**src/ttmc_pkg.sv**
```systemverilog
// Shared types and constants for the target track mode controller.
// Used by every module of the block; depends on nothing.
package ttmc_pkg;

  localparam int unsigned COORD_W   = 12;
  localparam int unsigned CNT_W     = 8;
  localparam int unsigned CFG_IDX_W = 4;
  localparam int unsigned CFG_DAT_W = 12;
  localparam int unsigned SQ_W      = 2 * COORD_W;
  localparam int unsigned QUEUE_DEPTH = 4;
  localparam int unsigned QPTR_W    = $clog2(QUEUE_DEPTH);

  localparam logic [COORD_W-1:0] CENTER_POSITION    = 12'd1500;
  localparam logic [COORD_W-1:0] TILT_PATROL_OFFSET = 12'd100;
  // Patrol tilt, clamped at zero when the offset exceeds center.
  localparam logic [COORD_W-1:0] TILT_PATROL =
    (TILT_PATROL_OFFSET > CENTER_POSITION) ? '0 : (CENTER_POSITION - TILT_PATROL_OFFSET);

  // Configuration register indexes.
  localparam logic [CFG_IDX_W-1:0] CFG_AIM_X         = 4'd0;
  localparam logic [CFG_IDX_W-1:0] CFG_AIM_Y         = 4'd1;
  localparam logic [CFG_IDX_W-1:0] CFG_LOCK_MARGIN   = 4'd2;
  localparam logic [CFG_IDX_W-1:0] CFG_LOCK_HOLD     = 4'd3;
  localparam logic [CFG_IDX_W-1:0] CFG_MISS_TOL      = 4'd4;
  localparam logic [CFG_IDX_W-1:0] CFG_PATROL_STEP   = 4'd5;
  localparam logic [CFG_IDX_W-1:0] CFG_PATROL_MIN    = 4'd6;
  localparam logic [CFG_IDX_W-1:0] CFG_PATROL_MAX    = 4'd7;

  typedef enum logic [1:0] {
    MODE_IDLE     = 2'd0,
    MODE_MANUAL   = 2'd1,
    MODE_TRACKING = 2'd2,
    MODE_LOCKON   = 2'd3
  } ttmc_mode_t;

  typedef struct packed {
    logic [COORD_W-1:0] aim_x;
    logic [COORD_W-1:0] aim_y;
    logic [COORD_W-1:0] lock_margin;
    logic [CNT_W-1:0]   lock_hold_count;
    logic [CNT_W-1:0]   miss_tolerance;
    logic [CNT_W-1:0]   patrol_step;
    logic [COORD_W-1:0] patrol_min;
    logic [COORD_W-1:0] patrol_max;
  } ttmc_cfg_t;

  // Classified tick as it travels from front to back.
  typedef struct packed {
    logic               mode_key;
    logic               frame_valid;
    logic               target_detected;
    logic               in_margin;
    logic [COORD_W-1:0] current_pan;
  } ttmc_item_t;

  typedef struct packed {
    ttmc_mode_t         mode;
    logic               laser_on;
    logic               fire_pulse;
    logic               run_pid;
    logic               clear_integral;
    logic               center_request;
    logic               drive_valid;
    logic [COORD_W-1:0] pan_drive;
    logic [COORD_W-1:0] tilt_drive;
  } ttmc_result_t;

endpackage

```
**src/ttmc_front.sv**
```systemverilog
// Front end: accepts ticks, squares the aim error and classifies the frame.
// Depends on ttmc_pkg.
module ttmc_front (
  input  logic                        clk,
  input  logic                        rst_n,
  input  ttmc_pkg::ttmc_cfg_t         cfg,
  input  logic                        in_valid,
  output logic                        in_ready,
  input  logic                        in_mode_key,
  input  logic                        in_frame_valid,
  input  logic                        in_target_detected,
  input  logic [ttmc_pkg::COORD_W-1:0] in_target_x,
  input  logic [ttmc_pkg::COORD_W-1:0] in_target_y,
  input  logic [ttmc_pkg::COORD_W-1:0] in_current_pan,
  output logic                        push_valid,
  input  logic                        push_ready,
  output ttmc_pkg::ttmc_item_t        push_item
);
  import ttmc_pkg::*;

  logic                      stg_valid_r;
  logic                      btn_r, fvalid_r, det_r;
  logic [COORD_W-1:0]        pan_r;
  logic [SQ_W-1:0]           ex_sq_r, ey_sq_r, m_sq_r;
  logic signed [COORD_W:0]   ex, ey;
  logic signed [2*COORD_W+1:0] ex_sq, ey_sq;
  logic [SQ_W-1:0]           m_sq;
  logic [SQ_W:0]             d_sq;
  logic                      take;

  assign in_ready = !stg_valid_r || push_ready;
  assign take     = in_valid && in_ready;

  always_comb begin
    ex    = $signed({1'b0, in_target_x}) - $signed({1'b0, cfg.aim_x});
    ey    = $signed({1'b0, in_target_y}) - $signed({1'b0, cfg.aim_y});
    ex_sq = ex * ex;
    ey_sq = ey * ey;
    m_sq  = cfg.lock_margin * cfg.lock_margin;
  end

  always_ff @(posedge clk) begin
    if (!rst_n) begin
      stg_valid_r <= 1'b0;
    end else if (in_ready) begin
      stg_valid_r <= in_valid;
    end
  end

  always_ff @(posedge clk) begin
    if (take) begin
      btn_r    <= in_mode_key;
      fvalid_r <= in_frame_valid;
      det_r    <= in_target_detected;
      pan_r    <= in_current_pan;
      ex_sq_r  <= ex_sq[SQ_W-1:0];
      ey_sq_r  <= ey_sq[SQ_W-1:0];
      m_sq_r   <= m_sq;
    end
  end

  assign d_sq = {1'b0, ex_sq_r} + {1'b0, ey_sq_r};

  always_comb begin
    push_valid                = stg_valid_r;
    push_item.mode_key        = btn_r;
    push_item.frame_valid     = fvalid_r;
    push_item.target_detected = det_r;
    push_item.in_margin       = (d_sq <= {1'b0, m_sq_r});
    push_item.current_pan     = pan_r;
  end

endmodule

```
**src/ttmc_queue.sv**
```systemverilog
// Short FIFO of classified ticks between front and back.
// Depends on ttmc_pkg.
module ttmc_queue (
  input  logic                 clk,
  input  logic                 rst_n,
  input  logic                 push_valid,
  output logic                 push_ready,
  input  ttmc_pkg::ttmc_item_t push_item,
  output logic                 pop_valid,
  input  logic                 pop_ready,
  output ttmc_pkg::ttmc_item_t pop_item
);
  import ttmc_pkg::*;

  ttmc_item_t          mem [QUEUE_DEPTH];
  logic [QPTR_W-1:0]   wr_ptr_r, rd_ptr_r;
  logic [QPTR_W:0]     count_r;
  logic                do_push, do_pop;

  assign push_ready = (count_r != (QPTR_W+1)'(QUEUE_DEPTH));
  assign pop_valid  = (count_r != '0);
  assign do_push    = push_valid && push_ready;
  assign do_pop     = pop_valid && pop_ready;
  assign pop_item   = mem[rd_ptr_r];

  always_ff @(posedge clk) begin
    if (do_push) begin
      mem[wr_ptr_r] <= push_item;
    end
  end

  always_ff @(posedge clk) begin
    if (!rst_n) begin
      wr_ptr_r <= '0;
      rd_ptr_r <= '0;
      count_r  <= '0;
    end else begin
      if (do_push) begin
        wr_ptr_r <= wr_ptr_r + 1'b1;
      end
      if (do_pop) begin
        rd_ptr_r <= rd_ptr_r + 1'b1;
      end
      if (do_push && !do_pop) begin
        count_r <= count_r + 1'b1;
      end else if (do_pop && !do_push) begin
        count_r <= count_r - 1'b1;
      end
    end
  end

endmodule

```
**src/ttmc_back.sv**
```systemverilog
// Back end: mode state machine, lock/miss counters, patrol sweep, result register.
// Depends on ttmc_pkg.
module ttmc_back (
  input  logic                   clk,
  input  logic                   rst_n,
  input  ttmc_pkg::ttmc_cfg_t    cfg,
  input  logic                   pop_valid,
  output logic                   pop_ready,
  input  ttmc_pkg::ttmc_item_t   pop_item,
  output logic                   res_valid,
  input  logic                   res_ready,
  output ttmc_pkg::ttmc_result_t res
);
  import ttmc_pkg::*;

  ttmc_mode_t          mode_r, mode_nxt, mode_btn;
  logic [CNT_W-1:0]    lock_r, lock_nxt, lock_upd, lock_base;
  logic [CNT_W-1:0]    miss_r, miss_nxt;
  logic [COORD_W-1:0]  sweep_r, sweep_nxt, sweep_base;
  logic                down_r, down_nxt;
  logic                laser_r, laser_nxt;
  logic                res_valid_r;
  ttmc_result_t        res_r, res_nxt;
  logic                step;
  logic                from_manual, frame_act, det_hit, miss_ok, locked;
  logic signed [COORD_W+1:0] p;

  assign pop_ready = !res_valid_r || res_ready;
  assign step      = pop_valid && pop_ready;
  assign res_valid = res_valid_r;
  assign res       = res_r;

  // Decode the tick against the current state.
  always_comb begin
    from_manual = pop_item.mode_key && (mode_r == MODE_MANUAL);
    if (pop_item.mode_key) begin
      mode_btn = (mode_r == MODE_MANUAL) ? MODE_IDLE : MODE_MANUAL;
    end else begin
      mode_btn = mode_r;
    end
    // Leaving manual clears the lock count before the frame is scored.
    lock_base = from_manual ? '0 : lock_r;
    frame_act = (mode_btn != MODE_MANUAL) && pop_item.frame_valid;
    det_hit   = frame_act && pop_item.target_detected;
    miss_ok   = miss_r < cfg.miss_tolerance;
    if (pop_item.in_margin) begin
      lock_upd = (lock_base < cfg.lock_hold_count) ? lock_base + 1'b1 : lock_base;
    end else begin
      lock_upd = '0;
    end
    locked = lock_upd >= cfg.lock_hold_count;
  end

  // Next state.
  always_comb begin
    mode_nxt  = mode_btn;
    lock_nxt  = lock_base;
    miss_nxt  = miss_r;
    laser_nxt = pop_item.mode_key ? 1'b0 : laser_r;
    down_nxt  = down_r;
    if (det_hit) begin
      miss_nxt  = '0;
      lock_nxt  = lock_upd;
      mode_nxt  = locked ? MODE_LOCKON : MODE_TRACKING;
      laser_nxt = locked;
    end else if (frame_act) begin
      lock_nxt  = '0;
      laser_nxt = 1'b0;
      if (miss_ok) begin
        miss_nxt = miss_r + 1'b1;
      end else begin
        mode_nxt = MODE_IDLE;
      end
    end

    sweep_base = (from_manual || det_hit) ? pop_item.current_pan : sweep_r;
    if (down_r) begin
      p = $signed({2'b00, sweep_base}) - $signed({6'b0, cfg.patrol_step});
    end else begin
      p = $signed({2'b00, sweep_base}) + $signed({6'b0, cfg.patrol_step});
    end
    sweep_nxt = sweep_base;
    if (mode_nxt == MODE_IDLE) begin
      if (p >= $signed({2'b00, cfg.patrol_max})) begin
        sweep_nxt = cfg.patrol_max;
        down_nxt  = 1'b1;
      end else if (p <= $signed({2'b00, cfg.patrol_min})) begin
        sweep_nxt = cfg.patrol_min;
        down_nxt  = 1'b0;
      end else begin
        sweep_nxt = p[COORD_W-1:0];
      end
    end
  end

  // Result word.
  always_comb begin
    res_nxt.mode           = mode_nxt;
    res_nxt.laser_on       = laser_nxt;
    res_nxt.fire_pulse     = det_hit && locked && (mode_btn != MODE_LOCKON);
    res_nxt.run_pid        = det_hit;
    res_nxt.clear_integral = from_manual || (frame_act && !pop_item.target_detected && !miss_ok);
    res_nxt.center_request = pop_item.mode_key && (mode_r != MODE_MANUAL);
    res_nxt.drive_valid    = (mode_nxt == MODE_IDLE);
    res_nxt.pan_drive      = (mode_nxt == MODE_IDLE) ? sweep_nxt : '0;
    res_nxt.tilt_drive     = (mode_nxt == MODE_IDLE) ? TILT_PATROL : '0;
  end

  always_ff @(posedge clk) begin
    if (!rst_n) begin
      mode_r      <= MODE_IDLE;
      lock_r      <= '0;
      miss_r      <= '0;
      sweep_r     <= CENTER_POSITION;
      down_r      <= 1'b0;
      laser_r     <= 1'b0;
      res_valid_r <= 1'b0;
    end else begin
      if (step) begin
        mode_r  <= mode_nxt;
        lock_r  <= lock_nxt;
        miss_r  <= miss_nxt;
        sweep_r <= sweep_nxt;
        down_r  <= down_nxt;
        laser_r <= laser_nxt;
      end
      if (pop_ready) begin
        res_valid_r <= pop_valid;
      end
    end
  end

  always_ff @(posedge clk) begin
    if (step) begin
      res_r <= res_nxt;
    end
  end

endmodule

```
**src/target_track_mode_controller_unit.sv**
```systemverilog
// Top level of the target track mode controller: configuration registers,
// front end, tick queue and back end. Depends on ttmc_pkg, ttmc_front,
// ttmc_queue and ttmc_back.
//
//   channel  | handshake            | word
//   ---------+----------------------+---------------------------------------------
//   in_      | in_valid / in_ready  | button, frame flags, target x/y, current pan
//   out_     | out_valid / out_ready| mode, laser, pulses, patrol drive values
//   cfg_     | cfg_valid / cfg_ready| register index (4 bits), data (12 bits)
//
// One tick per cycle sustained while out_ready holds high; the accepting edge
// loads the front register holding the squared error, the tick then moves into
// the queue and from there into the result register, which raises out_valid.
// The lock/miss/sweep update in the back end is combinational and registered
// with each step, so the back end can take a new tick while out_ready is high.
// Reset is synchronous, active low; it clears mode, counters and queue, sets the
// sweep to center and loads the register reset values. cfg_ready is always high.
// A stalled output holds the back end; the four-entry queue lets the front keep
// accepting until it fills, then in_ready drops.
module target_track_mode_controller_unit (
  input  logic                            clk,
  input  logic                            rst_n,
  input  logic                            cfg_valid,
  output logic                            cfg_ready,
  input  logic [ttmc_pkg::CFG_IDX_W-1:0]  cfg_index,
  input  logic [ttmc_pkg::CFG_DAT_W-1:0]  cfg_data,
  input  logic                            in_valid,
  output logic                            in_ready,
  input  logic                            in_mode_key,
  input  logic                            in_frame_valid,
  input  logic                            in_target_detected,
  input  logic [ttmc_pkg::COORD_W-1:0]    in_target_x,
  input  logic [ttmc_pkg::COORD_W-1:0]    in_target_y,
  input  logic [ttmc_pkg::COORD_W-1:0]    in_current_pan,
  output logic                            out_valid,
  input  logic                            out_ready,
  output logic [1:0]                      out_mode,
  output logic                            out_laser_on,
  output logic                            out_fire_pulse,
  output logic                            out_run_pid,
  output logic                            out_clear_integral,
  output logic                            out_center_request,
  output logic                            out_drive_valid,
  output logic [ttmc_pkg::COORD_W-1:0]    out_pan_drive,
  output logic [ttmc_pkg::COORD_W-1:0]    out_tilt_drive
);
  import ttmc_pkg::*;

  ttmc_cfg_t    cfg_r;
  ttmc_item_t   push_item, pop_item;
  ttmc_result_t res;
  logic         push_valid, push_ready, pop_valid, pop_ready;

  assign cfg_ready = 1'b1;

  // Register file; writes to unknown indexes drop.
  always_ff @(posedge clk) begin
    if (!rst_n) begin
      cfg_r.aim_x           <= 12'd160;
      cfg_r.aim_y           <= 12'd120;
      cfg_r.lock_margin     <= 12'd10;
      cfg_r.lock_hold_count <= 8'd5;
      cfg_r.miss_tolerance  <= 8'd10;
      cfg_r.patrol_step     <= 8'd5;
      cfg_r.patrol_min      <= 12'd1000;
      cfg_r.patrol_max      <= 12'd2000;
    end else if (cfg_valid) begin
      case (cfg_index)
        CFG_AIM_X:       cfg_r.aim_x           <= cfg_data;
        CFG_AIM_Y:       cfg_r.aim_y           <= cfg_data;
        CFG_LOCK_MARGIN: cfg_r.lock_margin     <= cfg_data;
        CFG_LOCK_HOLD:   cfg_r.lock_hold_count <= cfg_data[CNT_W-1:0];
        CFG_MISS_TOL:    cfg_r.miss_tolerance  <= cfg_data[CNT_W-1:0];
        CFG_PATROL_STEP: cfg_r.patrol_step     <= cfg_data[CNT_W-1:0];
        CFG_PATROL_MIN:  cfg_r.patrol_min      <= cfg_data;
        CFG_PATROL_MAX:  cfg_r.patrol_max      <= cfg_data;
        default: ;
      endcase
    end
  end

  // Classify each tick: square the aim error, compare against the margin.
  ttmc_front u_front (
    .clk                (clk),
    .rst_n              (rst_n),
    .cfg                (cfg_r),
    .in_valid           (in_valid),
    .in_ready           (in_ready),
    .in_mode_key        (in_mode_key),
    .in_frame_valid     (in_frame_valid),
    .in_target_detected (in_target_detected),
    .in_target_x        (in_target_x),
    .in_target_y        (in_target_y),
    .in_current_pan     (in_current_pan),
    .push_valid         (push_valid),
    .push_ready         (push_ready),
    .push_item          (push_item)
  );

  // Decouple front from back so each can stall on its own.
  ttmc_queue u_queue (
    .clk        (clk),
    .rst_n      (rst_n),
    .push_valid (push_valid),
    .push_ready (push_ready),
    .push_item  (push_item),
    .pop_valid  (pop_valid),
    .pop_ready  (pop_ready),
    .pop_item   (pop_item)
  );

  // Advance mode, counters and sweep; hold the result until taken.
  ttmc_back u_back (
    .clk       (clk),
    .rst_n     (rst_n),
    .cfg       (cfg_r),
    .pop_valid (pop_valid),
    .pop_ready (pop_ready),
    .pop_item  (pop_item),
    .res_valid (out_valid),
    .res_ready (out_ready),
    .res       (res)
  );

  assign out_mode           = res.mode;
  assign out_laser_on       = res.laser_on;
  assign out_fire_pulse     = res.fire_pulse;
  assign out_run_pid        = res.run_pid;
  assign out_clear_integral = res.clear_integral;
  assign out_center_request = res.center_request;
  assign out_drive_valid    = res.drive_valid;
  assign out_pan_drive      = res.pan_drive;
  assign out_tilt_drive     = res.tilt_drive;

endmodule

```
**config.mk**
```make
export PLATFORM = sky130hd
export DESIGN_NAME = target_track_mode_controller_unit
export DESIGN_NICKNAME = d
export VERILOG_FILES = /design/src/ttmc_pkg.sv /design/src/ttmc_front.sv /design/src/ttmc_queue.sv /design/src/ttmc_back.sv /design/src/target_track_mode_controller_unit.sv
export SDC_FILE = /design/constraint.sdc
export NUM_CORES = 2
export LEC_CHECK = 0
export ABC_CLOCK_PERIOD_IN_PS = 12900
export BUFFER_PORTS_ARGS = -buffer_cell sky130_fd_sc_hd__buf_4
export CAP_MARGIN = 10
export CORE_AREA = 2 2 248 299
export CTS_CLUSTER_DIAMETER = 100
export DETAILED_ROUTE_END_ITERATION = 12
export DIE_AREA = 0 0 250 301
export PLACE_DENSITY = 0.64
export RECOVER_POWER = 100
export SYNTH_ARGS = -nofsm -noshare
export SYNTH_HDL_FRONTEND = slang
export SYNTH_SLANG_ARGS = --single-unit
export TNS_END_PERCENT = 1
```
**constraint.sdc**
```tcl
create_clock -name clk -period 12.9 [get_ports clk]
set_input_delay 0.645 -clock clk [delete_from_list [all_inputs] [get_ports clk]]
set_output_delay 0.645 -clock clk [all_outputs]
set_load 0.01 [all_outputs]
```
==> results.yml <==
hold_path:
  whs_path_depth: 1
  hold_start: "in_current_pan[10]"
  hold_path.class: "input pin to register"
  worstHoldEndpoint: "u_front.pan_r[10]"
route:
  routed_wl_mm: 67.5
  drc: 0
  vias: 21100
  antenna_left: 0
  drt_iter0_drc: 1112
  wl_per_cell_um: 16.4
  first_pass_iters: 7
  vias_per_cell: 5.11
worst_setup_path:
  arrival_ns: 8.95
  worst-setup-path-type: "register to register"
  path_buf_inv: 6
  cp_top_family: "adder cells"
  slowest_stage: "xor2_1"
  crit_required_ns: 13.16
  r2r_end: "u_front.ex_sq_r[23]"
  crit_top_cell: "fa_1"
  reg2reg_slack_ns: 4.21
  cpPeakStageDelay_ns: 0.52
  cp_max_fo: 9
  worstRegToRegCells: 30
  cp-end-kind: "register"
  cp-start-kind: "register"
  r2r-start: "cfg_r[72]"
cts:
  postCtsHoldBufs: 0
  htreeDepth: 2
  clkTransAtPathRegs_ns: 0.06
  clk-insertion-delay-late_ns: 0.54
  clock_path_buffers: 3
  cts_made_buffers: 34
  cts_resized: 0
  post-cts-setup-buffers: 0
  ctsRootBufferMaster: "clkbuf_16"
  cts_tree: "built"
  clock_sinks: 295
timing:
  max_slew_margin_pct: -152
  tightestPinTransition_ns: 3.78
  setup_viol: 0
  fin_ws_ns: 4.21
  fin_tns_setup_ns: 0
  fmax_mhz: 115
  worst_clock_skew_ns: 0.0244
  slew_viol_final: 227
  min_period_ns: 8.69
  hold_violations: 0
  rsz0062_at_grt: "false"
  period_share_pct: 67.4
outcome:
  outcome: "complete, but fails checks"
  violations: "max-capacitance violations, max-slew violations"
synth:
  synthDistinctLibCells: 88
  synthFlopType: "edfxtp_1"
  synth_seq_cells: 295
  ys_seq_area_share_pct: 25.1
  synth_warnings: 0
  synth_edf_count: 168
  syn-cell-area_um2: 30200
  synth_cells: 3123
  async_reset_ff_share_pct: 0
  syn_avg_cell_area_um2: 9.67
finish:
  layout.cells.non_filler: 4127
  final_cell_mix: "575 x inv_1, 348 x fa_1, 328 x ha_1"
  fill_cells: 6988
  drive_gt1_share_pct: 5.05
  final_nets: 3901
  multiInputGateArea_um2: 20000
  area_growth_pct: 8.20
  seq_area_um2: 7590
  layout_commonest_cell: "inv_1"
die:
  pin_count: 95
  start_util_pct: 41.9
  num_rows: 108
  die_x_um: 250
  core_area_um2: 72200
  die_area_um2: 75300
  die_y_um: 301
global_route:
  grt_pass1_vias: 21900
  grt_usage_pct: 18.6
  grt_first_pass_wirelength_mm: 112
  grt_max_degree: 70
  grt_overflow_total: 0
  antenna_found_initial: 2
placed_design:
  place_inst: 4064
  hpwl_mm: 53.3
  gp_congestion: 0.857
  dp_slack_ns: 3.79
  port_buffers: 87
run:
  cap_violations: 5
[metal layers]
| layer | vias up | wire length (µm) | part of all wire [%] | global-route usage [%] |
|---|---|---|---|---|
| met3 | 116 | 2580 | 3.8 | 2.39 |
| li1 | 10300 | - | - | - |
| met2 | 387 | 34000 | 50 | 33.2 |
| met4 | 2 | 2510 | 3.7 | 6.81 |
| met5 | - | 13 | 0.019 | 0 |
| met1 | 10300 | 28400 | 42 | 23.0 |
[per-stage QoR]
stage / utilization (%) / cell area (µm²) / hold slack, ns
floorplan: - / 30200 / 0.436
global placement: 44.0 / 31700 / 0.445
detailed placement: 44.0 / 31700 / 0.458
CTS: 45.5 / 32900 / 0.263
global route: 45.3 / 32700 / 0.292
finish: 45.3 / 32700 / 0.300
[cell families (layout without fill, tap and decap cells)]
| family | Yosys count | count (layout) | synth area share (%) |
|---|---|---|---|
| compound gates | 405 | 405 | 8.86 |
| buf+inv | 683 | 745 | 8.75 |
| other cells | 2 | 9 | 0.0249 |
| simple gates | 821 | 821 | 12.5 |
| mux | 90 | 90 | 3.67 |
| flops | 295 | 295 | 25.1 |
| fa+ha+maj | 676 | 676 | 36.6 |
| xor+xnor | 151 | 151 | 4.38 |
[worst register-to-register path: cells and delay by family (launching register included)]
family | cells | cell delay [ns]
DFF | 1 | 0.38
adders and majority gates | 9 | 3.67
and+or+nand+nor | 2 | 0.47
AOI/OAI and AO/OA | 11 | 2.53
xor gates and xnor gates | 2 | 0.64
buffers and inverters | 6 | 0.71
[synthesized netlist by cell type, types with 69 or more instances]
cell type  instances  area share [%]
xnor2_1          109             3.2
a21oi_1          119             2.0
nand2_1          281             3.5
dfxtp_1          127             8.4
inv_1            575             7.1
edfxtp_1         168              17
clkbuf_1          74            0.92
ha_1             328              14
and2_1            83             1.7
nor2_1           221             2.7
fa_1             348              23
mux2i_1           69             2.3
[registers in the layout, summed over array words and instances, names as in the netlist, 2 cells and up, named ones only]
name              count
u_back.res           20
u_queue.rd_ptr_r      2
u_queue.wr_ptr_r      2
u_back.mode_r         2
u_front.pan_r        12
u_back.lock_r         8
cfg_r                84
u_queue.mem          64
u_queue.count_r       3
u_back.sweep_r       12
u_front.m_sq_r       23
u_front.ex_sq_r      23
u_front.ey_sq_r      23
u_back.miss_r         8
[worst max-delay path by stage]
| stage | start | to | slack, ns | cells after the start |
|---|---|---|---|---|
| CTS | cfg_r[72] | u_front.ex_sq_r[23] | 4.26 | 30 |
| global route | register | u_back.res[13] | 3.49 | 23 |
| floorplan | in_target_y[0] | u_front.ey_sq_r[22] | 4.91 | 30 |
| global placement | in_target_y[0] | u_front.ey_sq_r[22] | 3.99 | 31 |
| finish | cfg_r[72] | u_front.ex_sq_r[23] | 4.21 | 30 |
| detailed placement | in_target_y[0] | u_front.ey_sq_r[22] | 3.79 | 31 |
[area by class of cell]
class                      count  area share [%]
clock inverter                21           0.701
tap                          935            3.58
clock buffer                  40            2.76
antenna                        2          0.0153
multi-input combinational   2150            61.1
sequential                   295            23.2
inverter                     583            6.70
timing repair buffer         101            1.88
Power is not shown: default switching activity piles up to over one toggle a cycle in this logic, so the estimate is an artifact.
